File: config.mk
export PLATFORM = sky130hd
export DESIGN_NAME = msgpack_header_encoder
export DESIGN_NICKNAME = d
export VERILOG_FILES = /design/src/rtl/mhe_pkg.sv /design/src/rtl/mhe_front.sv /design/src/rtl/mhe_queue.sv /design/src/rtl/mhe_back.sv /design/src/rtl/msgpack_header_encoder.sv
export SDC_FILE = /design/constraint.sdc
export NUM_CORES = 1
export LEC_CHECK = 0
export BUFFER_PORTS_ARGS = -buffer_cell sky130_fd_sc_hd__buf_2
export CELL_PAD_IN_SITES_DETAIL_PLACEMENT = 0
export CELL_PAD_IN_SITES_GLOBAL_PLACEMENT = 1
export CORE_AREA = 2 2 141 74
export DETAILED_ROUTE_END_ITERATION = 10
export DIE_AREA = 0 0 143 76
export GPL_TIMING_DRIVEN = 0
export PLACE_DENSITY_LB_ADDON = 0.2
export SKIP_CTS_REPAIR_TIMING = 1
export SYNTH_ARGS = -nofsm -noshare
export SYNTH_HDL_FRONTEND = slang
export SYNTH_SLANG_ARGS = --single-unit
File: constraint.sdc
create_clock -name clock -period 3.77 [get_ports clock]
set_clock_uncertainty 0.1 [all_clocks]
set_input_delay 0.754 -clock clock [delete_from_list [all_inputs] [get_ports clock]]
set_output_delay 0.754 -clock clock [all_outputs]
set_load 0.005 [all_outputs]
File: src/rtl/mhe_pkg.sv
// ----------------------------------------------------------------------------
// mhe_pkg
// Shared types and codes for the MessagePack header encoder.
// ----------------------------------------------------------------------------
package mhe_pkg;

   // operation codes
   localparam logic [2:0] OP_UINT   = 3'd0;
   localparam logic [2:0] OP_NIL    = 3'd1;
   localparam logic [2:0] OP_BOOL   = 3'd2;
   localparam logic [2:0] OP_MAP    = 3'd3;
   localparam logic [2:0] OP_ARRAY  = 3'd4;
   localparam logic [2:0] OP_STRING = 3'd5;
   localparam logic [2:0] OP_BYTE   = 3'd6;

   // type bytes
   localparam logic [7:0] FIXMAP_BASE   = 8'h80;
   localparam logic [7:0] FIXARRAY_BASE = 8'h90;
   localparam logic [7:0] FIXSTR_BASE   = 8'ha0;
   localparam logic [7:0] NIL_CODE      = 8'hc0;
   localparam logic [7:0] FALSE_CODE    = 8'hc2;
   localparam logic [7:0] TRUE_CODE     = 8'hc3;
   localparam logic [7:0] UINT8_CODE    = 8'hcc;
   localparam logic [7:0] UINT16_CODE   = 8'hcd;
   localparam logic [7:0] UINT32_CODE   = 8'hce;
   localparam logic [7:0] STR8_CODE     = 8'hd9;
   localparam logic [7:0] STR16_CODE    = 8'hda;
   localparam logic [7:0] STR32_CODE    = 8'hdb;
   localparam logic [7:0] ARRAY16_CODE  = 8'hdc;
   localparam logic [7:0] ARRAY32_CODE  = 8'hdd;
   localparam logic [7:0] MAP16_CODE    = 8'hde;
   localparam logic [7:0] MAP32_CODE    = 8'hdf;

   // number of value bytes after the type byte
   localparam logic [2:0] LEN_NONE = 3'd0;
   localparam logic [2:0] LEN_8    = 3'd1;
   localparam logic [2:0] LEN_16   = 3'd2;
   localparam logic [2:0] LEN_32   = 3'd4;

   localparam int QUEUE_DEPTH_DEFAULT = 2;

   // one classified request
   typedef struct packed {
      logic [7:0]  type_byte;
      logic [31:0] value;
      logic [2:0]  nbytes;
   } entry_type;

   // queue head as seen by the back end
   typedef struct packed {
      logic      valid;
      entry_type entry;
   } head_type;

endpackage

File: src/rtl/mhe_front.sv
// ----------------------------------------------------------------------------
// mhe_front
// Classifies a request into a type byte and a count of big-endian value bytes.
// ----------------------------------------------------------------------------
module mhe_front (
   input  logic              req_valid,
   input  logic [2:0]        req_op,
   input  logic [31:0]       req_value,
   output logic              push,
   output mhe_pkg::entry_type entry
);

   logic le_ff8;
   logic le_ffff;

   assign le_ff8  = (req_value[31:8] == 24'd0);
   assign le_ffff = (req_value[31:16] == 16'd0);

   always_comb begin
      entry.value     = req_value;
      entry.type_byte = mhe_pkg::NIL_CODE;
      entry.nbytes    = mhe_pkg::LEN_NONE;
      push            = req_valid;
      unique case (req_op) inside
         mhe_pkg::OP_UINT: begin
            if (req_value[31:7] == 25'd0) begin
               entry.type_byte = req_value[7:0];
            end else if (le_ff8) begin
               entry.type_byte = mhe_pkg::UINT8_CODE;
               entry.nbytes    = mhe_pkg::LEN_8;
            end else if (le_ffff) begin
               entry.type_byte = mhe_pkg::UINT16_CODE;
               entry.nbytes    = mhe_pkg::LEN_16;
            end else begin
               entry.type_byte = mhe_pkg::UINT32_CODE;
               entry.nbytes    = mhe_pkg::LEN_32;
            end
         end
         mhe_pkg::OP_NIL: begin
            entry.type_byte = mhe_pkg::NIL_CODE;
         end
         mhe_pkg::OP_BOOL: begin
            entry.type_byte = (req_value != 32'd0) ? mhe_pkg::TRUE_CODE
                                                   : mhe_pkg::FALSE_CODE;
         end
         mhe_pkg::OP_MAP, mhe_pkg::OP_ARRAY: begin
            if (req_value[31:4] == 28'd0) begin
               entry.type_byte = ((req_op == mhe_pkg::OP_MAP) ? mhe_pkg::FIXMAP_BASE
                                                              : mhe_pkg::FIXARRAY_BASE)
                                 | {4'd0, req_value[3:0]};
            end else if (le_ffff) begin
               entry.type_byte = (req_op == mhe_pkg::OP_MAP) ? mhe_pkg::MAP16_CODE
                                                             : mhe_pkg::ARRAY16_CODE;
               entry.nbytes    = mhe_pkg::LEN_16;
            end else begin
               entry.type_byte = (req_op == mhe_pkg::OP_MAP) ? mhe_pkg::MAP32_CODE
                                                             : mhe_pkg::ARRAY32_CODE;
               entry.nbytes    = mhe_pkg::LEN_32;
            end
         end
         mhe_pkg::OP_STRING: begin
            if (req_value[31:5] == 27'd0) begin
               entry.type_byte = mhe_pkg::FIXSTR_BASE | {3'd0, req_value[4:0]};
            end else if (le_ff8) begin
               entry.type_byte = mhe_pkg::STR8_CODE;
               entry.nbytes    = mhe_pkg::LEN_8;
            end else if (le_ffff) begin
               entry.type_byte = mhe_pkg::STR16_CODE;
               entry.nbytes    = mhe_pkg::LEN_16;
            end else begin
               entry.type_byte = mhe_pkg::STR32_CODE;
               entry.nbytes    = mhe_pkg::LEN_32;
            end
         end
         mhe_pkg::OP_BYTE: begin
            entry.type_byte = req_value[7:0];
         end
         default: begin
            // unused op: swallowed, nothing queued
            push = 1'b0;
         end
      endcase
   end

endmodule

File: src/rtl/mhe_queue.sv
// ----------------------------------------------------------------------------
// mhe_queue
// Small FIFO of classified requests between front and back end.
// ----------------------------------------------------------------------------
module mhe_queue #(
   parameter int DEPTH = mhe_pkg::QUEUE_DEPTH_DEFAULT
) (
   input  logic               clock,
   input  logic               reset,
   input  logic               push,
   input  mhe_pkg::entry_type push_entry,
   input  logic               pop,
   output logic               full,
   output mhe_pkg::head_type  head
);

   localparam int PW = (DEPTH > 1) ? $clog2(DEPTH) : 1;
   localparam int CW = $clog2(DEPTH + 1);
   localparam logic [PW-1:0] LAST_SLOT = PW'(DEPTH - 1);

   mhe_pkg::entry_type slots_ff [DEPTH];
   logic [PW-1:0] wr_ptr_ff, wr_ptr_in;
   logic [PW-1:0] rd_ptr_ff, rd_ptr_in;
   logic [CW-1:0] count_ff, count_in;
   logic          do_push;
   logic          do_pop;

   assign full       = (count_ff == CW'(DEPTH));
   assign do_push    = push && !full;
   assign do_pop     = pop && (count_ff != '0);
   assign head.valid = (count_ff != '0);
   assign head.entry = slots_ff[rd_ptr_ff];

   always_comb begin
      wr_ptr_in = wr_ptr_ff;
      rd_ptr_in = rd_ptr_ff;
      count_in  = count_ff;
      if (do_push) begin
         wr_ptr_in = (wr_ptr_ff == LAST_SLOT) ? '0 : wr_ptr_ff + 1'b1;
      end
      if (do_pop) begin
         rd_ptr_in = (rd_ptr_ff == LAST_SLOT) ? '0 : rd_ptr_ff + 1'b1;
      end
      if (do_push && !do_pop) begin
         count_in = count_ff + 1'b1;
      end else if (do_pop && !do_push) begin
         count_in = count_ff - 1'b1;
      end
   end

   always_ff @(posedge clock) begin
      if (reset) begin
         wr_ptr_ff <= '0;
         rd_ptr_ff <= '0;
         count_ff  <= '0;
      end else begin
         wr_ptr_ff <= wr_ptr_in;
         rd_ptr_ff <= rd_ptr_in;
         count_ff  <= count_in;
      end
   end

   always_ff @(posedge clock) begin
      if (do_push) begin
         slots_ff[wr_ptr_ff] <= push_entry;
      end
   end

endmodule

File: src/rtl/mhe_back.sv
// ----------------------------------------------------------------------------
// mhe_back
// Serializes the queue head into bytes: type byte, then value MSB first.
// ----------------------------------------------------------------------------
module mhe_back (
   input  logic              clock,
   input  logic              reset,
   input  mhe_pkg::head_type head,
   output logic              pop,
   output logic              rsp_valid,
   input  logic              rsp_stall,
   output logic [7:0]        rsp_out_byte,
   output logic              rsp_last
);

   logic [2:0] idx_ff, idx_in;
   logic       valid_ff, valid_in;
   logic [7:0] byte_ff, byte_in;
   logic       last_ff, last_in;
   logic       advance;
   logic       is_last;
   logic [1:0] sel;

   // output register free or being drained
   assign advance = !valid_ff || !rsp_stall;
   assign is_last = (idx_ff == head.entry.nbytes);
   // bytes still to go after this one, mod 4; picks the value byte
   assign sel     = head.entry.nbytes[1:0] - idx_ff[1:0];
   assign pop     = advance && head.valid && is_last;

   always_comb begin
      idx_in   = idx_ff;
      valid_in = valid_ff;
      byte_in  = byte_ff;
      last_in  = last_ff;
      if (advance) begin
         valid_in = head.valid;
         last_in  = is_last;
         if (idx_ff == 3'd0) begin
            byte_in = head.entry.type_byte;
         end else begin
            byte_in = head.entry.value[{sel, 3'b000} +: 8];
         end
         if (head.valid) begin
            idx_in = is_last ? 3'd0 : idx_ff + 3'd1;
         end
      end
   end

   always_ff @(posedge clock) begin
      if (reset) begin
         idx_ff   <= 3'd0;
         valid_ff <= 1'b0;
      end else begin
         idx_ff   <= idx_in;
         valid_ff <= valid_in;
      end
   end

   always_ff @(posedge clock) begin
      byte_ff <= byte_in;
      last_ff <= last_in;
   end

   assign rsp_valid    = valid_ff;
   assign rsp_out_byte = byte_ff;
   assign rsp_last     = last_ff;

endmodule

File: src/rtl/msgpack_header_encoder.sv
// ----------------------------------------------------------------------------
// msgpack_header_encoder
// Encodes one request (op, 32-bit value) into MessagePack bytes, one per word.
// ----------------------------------------------------------------------------
//   channel  dir  handshake             payload
//   req_     in   req_valid/req_stall   req_op[2:0], req_value[31:0]
//   rsp_     out  rsp_valid/rsp_stall   rsp_out_byte[7:0], rsp_last
//
// An item yields 1 to 5 output words (type byte plus 0, 1, 2 or 4 value
// bytes); the back end's single output register emits one word per cycle
// while rsp_stall is low and the queue has an item. An accepted request
// goes to a queue slot, then the output register. An unused op is dropped.
// Reset is synchronous and empties the queue and the output register.
// req_stall is high only while the queue is full; rsp_stall freezes the
// output register and, through the queue, eventually the input.
// ----------------------------------------------------------------------------
module msgpack_header_encoder #(
   parameter int QUEUE_DEPTH = mhe_pkg::QUEUE_DEPTH_DEFAULT
) (
   input  logic        clock,
   input  logic        reset,
   // request words
   input  logic        req_valid,
   output logic        req_stall,
   input  logic [2:0]  req_op,
   input  logic [31:0] req_value,
   // encoded byte words
   output logic        rsp_valid,
   input  logic        rsp_stall,
   output logic [7:0]  rsp_out_byte,
   output logic        rsp_last
);

   mhe_pkg::entry_type front_entry;
   mhe_pkg::head_type  queue_head;
   logic               front_push;
   logic               queue_full;
   logic               back_pop;

   // front end: classify the request combinationally
   mhe_front u_front (
      .req_valid (req_valid),
      .req_op    (req_op),
      .req_value (req_value),
      .push      (front_push),
      .entry     (front_entry)
   );

   // decoupling queue; stall the input only when it has no room
   mhe_queue #(
      .DEPTH (QUEUE_DEPTH)
   ) u_queue (
      .clock      (clock),
      .reset      (reset),
      .push       (front_push),
      .push_entry (front_entry),
      .pop        (back_pop),
      .full       (queue_full),
      .head       (queue_head)
   );

   assign req_stall = queue_full;

   // back end: walk the head entry out byte by byte
   mhe_back u_back (
      .clock        (clock),
      .reset        (reset),
      .head         (queue_head),
      .pop          (back_pop),
      .rsp_valid    (rsp_valid),
      .rsp_stall    (rsp_stall),
      .rsp_out_byte (rsp_out_byte),
      .rsp_last     (rsp_last)
   );

endmodule

# == Word-level counts from Yosys, hierarchy flattened ==
# Memory sizes are Yosys's and may differ from the RTL's. A register that Yosys moved wholly into a read port is not among the register bits.
# Index checks and enable logic that the tools add are counted.
# classes
muxes,30
n_mul,0
n_bitwise,1
add_sub_neg,6
n_shift,1
order_cmp,0
n_reduce_logical,25
n_eq_ne,8
div,0
# op_table
operator,count
8-bit two-way mux,6
8-bit case mux with 5 select lines,1
32-bit nonzero test,1
32-bit by 6-bit indexed part select with 8-bit output,1
28-bit logical NOT,1
27-bit logical NOT,1
25-bit logical NOT,1
24-bit logical NOT,1
3-bit two-way mux,6
16-bit logical NOT,1
2-bit two-way mux,6
"3-bit equality test, second input constant",3
1-bit two-way mux,9
3-bit case mux with 3 select lines,1
8-bit by 4-bit OR with 8-bit output,1
7-bit OR reduction,1
"3-bit by 2-bit equality test with 1-bit output, second input constant",2
1-bit logical AND,6
3-bit logical NOT,2
1-bit logical NOT,5
5-bit two-way mux,1
2-bit nonzero test,2
"3-bit by 1-bit adder with 3-bit output, second input constant",1
"3-bit by 1-bit equality test with 1-bit output, second input constant",1
9 further kinds,10
# word_totals
ramBits,86
mem_bits_ro,0
latchBits,0
wordCells,79
output_inout_bits,11
regBits,17
mem_count,1
# memory_table
name,words,word_bits,read_ports,rd_clocked_by_memory_dff,wr,line_no,rtl
u_queue.slots_ff,2,43,1,1,1,mhe_queue.sv:21,mhe_pkg::entry_type slots_ff [DEPTH];

# == Depth between registers and ports, before layout ==
# logic_depth
word_depth,8
mapped_depth,12
mapped_depth_nobuf,8

# == Cells and area by module ==
# Synthesis repeated with hierarchy kept, for this count alone.
# hier_totals
cells_unflattened,347
area_unflattened_um2,5132.4
# modules_own_cells
module,seq_area_each_um2,area_each_um2,cells_per_inst,n_inst
mhe_queue,2682.6,3311.9,159,1
mhe_front,0.0,947.2,127,1
mhe_back,350.3,873.3,61,1

# == Least setup slack after synthesis ==
# OpenSTA, ideal clock, no wires.
# synth_timing
path_kind,input port to flip-flop
startpoint,input req_op[0]
endpoint,"memory u_queue.slots_ff[0][0] in the netlist's numbering, enable pin"
slack_ps,221
arrival_ps,3005
n_path_buf,1
path_stages,4
setup_time_ps,444
path_cell_list,clkbuf_1 nand2_1 o21ai_0 nor2_1
# synth_between
elab_chain_len,6
word_cells_on_any_way,12
# synth_lines
item,line_no,rtl
start: declaration,msgpack_header_encoder.sv:25,"input logic [2:0] req_op,"
3-bit equality test (no source line) (tied with other cells),n/a,
7-bit OR reduction (no source line) (*),n/a,
1-bit two-way mux (*),mhe_front.sv:24,unique case (req_op) inside
1-bit logical AND (*),mhe_queue.sv:29,assign do_push = push && !full;
1-bit two-way mux (*),mhe_queue.sv:64,if (do_push) begin
1-bit two-way mux (implied by the code) (*),mhe_queue.sv:65,slots_ff[wr_ptr_ff] <= push_entry;
end: declaration,mhe_queue.sv:21,
# Every way passes the cells marked *; elsewhere a longest branch is shown, timed or not.

==> impl_metrics.json <==
{
  "synth_seq_area_share": 0.6566,
  "wl_mm": 10.03,
  "syn_to_final_growth_pct": 16.66,
  "post-route-drc-count": 0,
  "synth-edff-count": 95,
  "worst_setup_path_end_kind": "register",
  "synth_top_cell_by_area": "edfxtp_1",
  "nNetsFinal": 414,
  "die_w_um": 143,
  "clockBufferDepth": 2,
  "syn_avg_cell_area_um2": 14.81,
  "finalCritPeriodShare": 0.9214,
  "port-buffer-count": 47,
  "grt_pass1_vias": 2734,
  "cts_inserted_buffers": 9,
  "coreArea_um2": 9792,
  "ir_drop_v": 0.0003080,
  "instances_no_fill": 516,
  "core.rowCount": 26,
  "min_period_ps": 3474,
  "avgRoutedWirePerCell_um": 19.44,
  "initial_core_util": 0.4718,
  "async_flop_share": 0,
  "ys_ff_latch": 104,
  "via_count": 2922,
  "max_slew_margin": 0.3566,
  "slowest_delay_ps": 580,
  "synth_nets": 355,
  "drive_gt1_frac": 0.2739,
  "gr-total-overflow": 0,
  "power_density_nw_per_um2": 669.2,
  "arrival_ps": 3460,
  "nFillCells": 806,
  "dr.first_iter.drc_count": 292,
  "crit_type": "reg2reg",
  "clkLatencyLatePin_ps": 350,
  "cts_max_level": 3,
  "num_io_pins": 50,
  "fp.dieH_um": 76,
  "final_core_util": 0.5503,
  "clkTransAtPathRegs_ps": 70,
  "netlist_area_um2": 4619,
  "fin_hold_ws_ps": 406.0,
  "path_cells": "buf_4, clkbuf_2, clkbuf_2, mux2i_1, ha_1, clkbuf_2, mux4_2, mux2i_1, a21oi_1",
  "worstSetupStartpointType": "register",
  "critPathMaxFanout": 10,
  "placed_cells": 501,
  "path_buf_inv": 4,
  "maxCapViolations": 0,
  "cp_data_required_time_ps": 3750,
  "yosysMostFrequentCell": "edfxtp_1",
  "root_buffer": "clkbuf_16",
  "grt_pass1_wl_mm": 15.58,
  "setup_viol": 0,
  "grt_antenna_before_repair": 0,
  "die_area_um2": 10870,
  "dp_slack_ps": -533.3,
  "slowest_stage": "ha_1",
  "dp_hpwl_mm": 7.086,
  "antennaDiodeCount": 0,
  "path_delay_family": "buffers and inverters",
  "synthCells": 312,
  "ys_types": 56,
  "maxSlewViolCount": 0,
  "yosysWarningCount": 0,
  "timing.fmax_mhz": 287.9,
  "cts_tree": "yes",
  "synth_area_leaders": "edfxtp_1, mux4_2, dfxtp_1",
  "clock_sinks": 104,
  "grt_max_degree": 33,
  "drt-pass1-iter-count": 4,
  "hp-class": "reg2reg",
  "netlist.area_leader.share": 0.6176,
  "hold_viol_final": 0,
  "postRouteAntennaNets": 0,
  "cp_common_cell": "clkbuf_2",
  "setup_slack_ps": 296.5,
  "status": "finished, final reports clean",
  "p_leak_uw": 0.001875,
  "rsz0062_at_grt": "false",
  "via_per_inst": 5.663,
  "tightest_slew_ps": 955.1,
  "synthTopCellsByCount": "edfxtp_1, a21oi_1, nor2_1",
  "grtUsageTotal": 0.1959,
  "ys.flop_type": "edfxtp_1",
  "place_congestion": 0.9261
}
[power breakdown]
group / total, uW / switching [uW] / internal (uW) / leakage, uW
Sequential: 1600 / 64.3 / 1530 / 0.000963
Clock: 952 / 426 / 526 / 0.000146
Combinational: 1060 / 625 / 430 / 0.000767
Total: 3610 / 1120 / 2490 / 0.00188
[cell type report]
cell class	count	area [um2]	share of cell area
flip-flops and latches	104	3033	0.5628
multi-input cells	182	1490	0.2765
repair buffers	49	275.3	0.05108
clock buffers	10	229.0	0.04249
well taps	140	175.2	0.03251
clock inverters	6	75.07	0.01393
plain buffers	13	66.31	0.01231
inverters	12	45.04	0.008358
[logic make-up (layout without fill, tap and decap cells)]
logic type,after synthesis,count (layout),synth area share
xor+xnor,7,7,0.01734
flops,104,104,0.6566
buf+inv,26,90,0.02410
simple gates,82,82,0.1018
mux,28,28,0.1040
compound gates,61,61,0.08533
fa+ha+maj,4,4,0.01083
[path summary, 6_finish.rpt]
| path | startpoint | to | slack, ps | cells after the start |
|---|---|---|---|---|
| setup / recovery | register | u_back.rsp_out_byte[1] | 300 | 9 |
| hold / removal | u_queue.rd_ptr_ff | u_queue.rd_ptr_ff | 410 | 2 |
| setup reg to reg | register | u_back.rsp_out_byte[1] | 300 | 9 |
| hold reg to reg | u_queue.rd_ptr_ff | u_queue.rd_ptr_ff | 410 | 2 |
[flip-flops by register name, indices dropped and copies added, names as in the netlist, named ones only]
| name | count |
|---|---|
| u_back.rsp_out_byte | 8 |
| u_back.rsp_last | 1 |
| u_back.idx_ff | 3 |
| u_queue.slots_ff | 86 |
| u_queue.count_ff | 2 |
| u_queue.wr_ptr_ff | 1 |
| u_queue.rd_ptr_ff | 1 |
| u_back.rsp_valid | 1 |
[stage by stage]
stage	total power, uW	instance area [um2]	setup TNS, ps
2_1_floorplan	2296	4619	0
3_3_place_gp	2651	5030	-95720
3_5_place_dp	2681	5085	-3814
4_1_cts	3632	5389	-4155
5_1_grt	3802	5389	0
6_report	3606	5389	0
[worst min-delay path, stage by stage (launching register included)]
cell     delay (ps)
dfxtp_1         320
xor2_1           80
nor2_1           70
[metal layers]
metal,global-route usage,part of all wire,up-vias
met5,0,0,-
met4,0.05347,0.011,0
met3,0.06034,0.086,13
met2,0.2493,0.40,127
met1,0.3194,0.51,1442
li1,-,-,1340
[cells in the final DEF, fill, tap and decap left out, types with 3 or more instances in the layout]
master | netlist | layout
nand2_1 | 14 | 14
edfxtp_1 | 95 | 95
inv_1 | 11 | 11
a21oi_1 | 20 | 20
buf_2 | 2 | 49
nor2_4 | 1 | 3
ha_1 | 4 | 4
dfxtp_1 | 9 | 9
buf_4 | 3 | 3
o21ai_0 | 12 | 12
xor2_1 | 4 | 4
nor2b_1 | 11 | 11
a31oi_1 | 3 | 3
nor3_1 | 6 | 6
a211oi_1 | 8 | 8
mux2i_1 | 12 | 12
clkbuf_1 | 6 | 5
clkbuf_16 | 0 | 9
nor2_1 | 19 | 17
mux4_2 | 16 | 16
nand3_1 | 6 | 6
clkbuf_2 | 0 | 3
No activity file was read; power rests on OpenSTA's default activity.
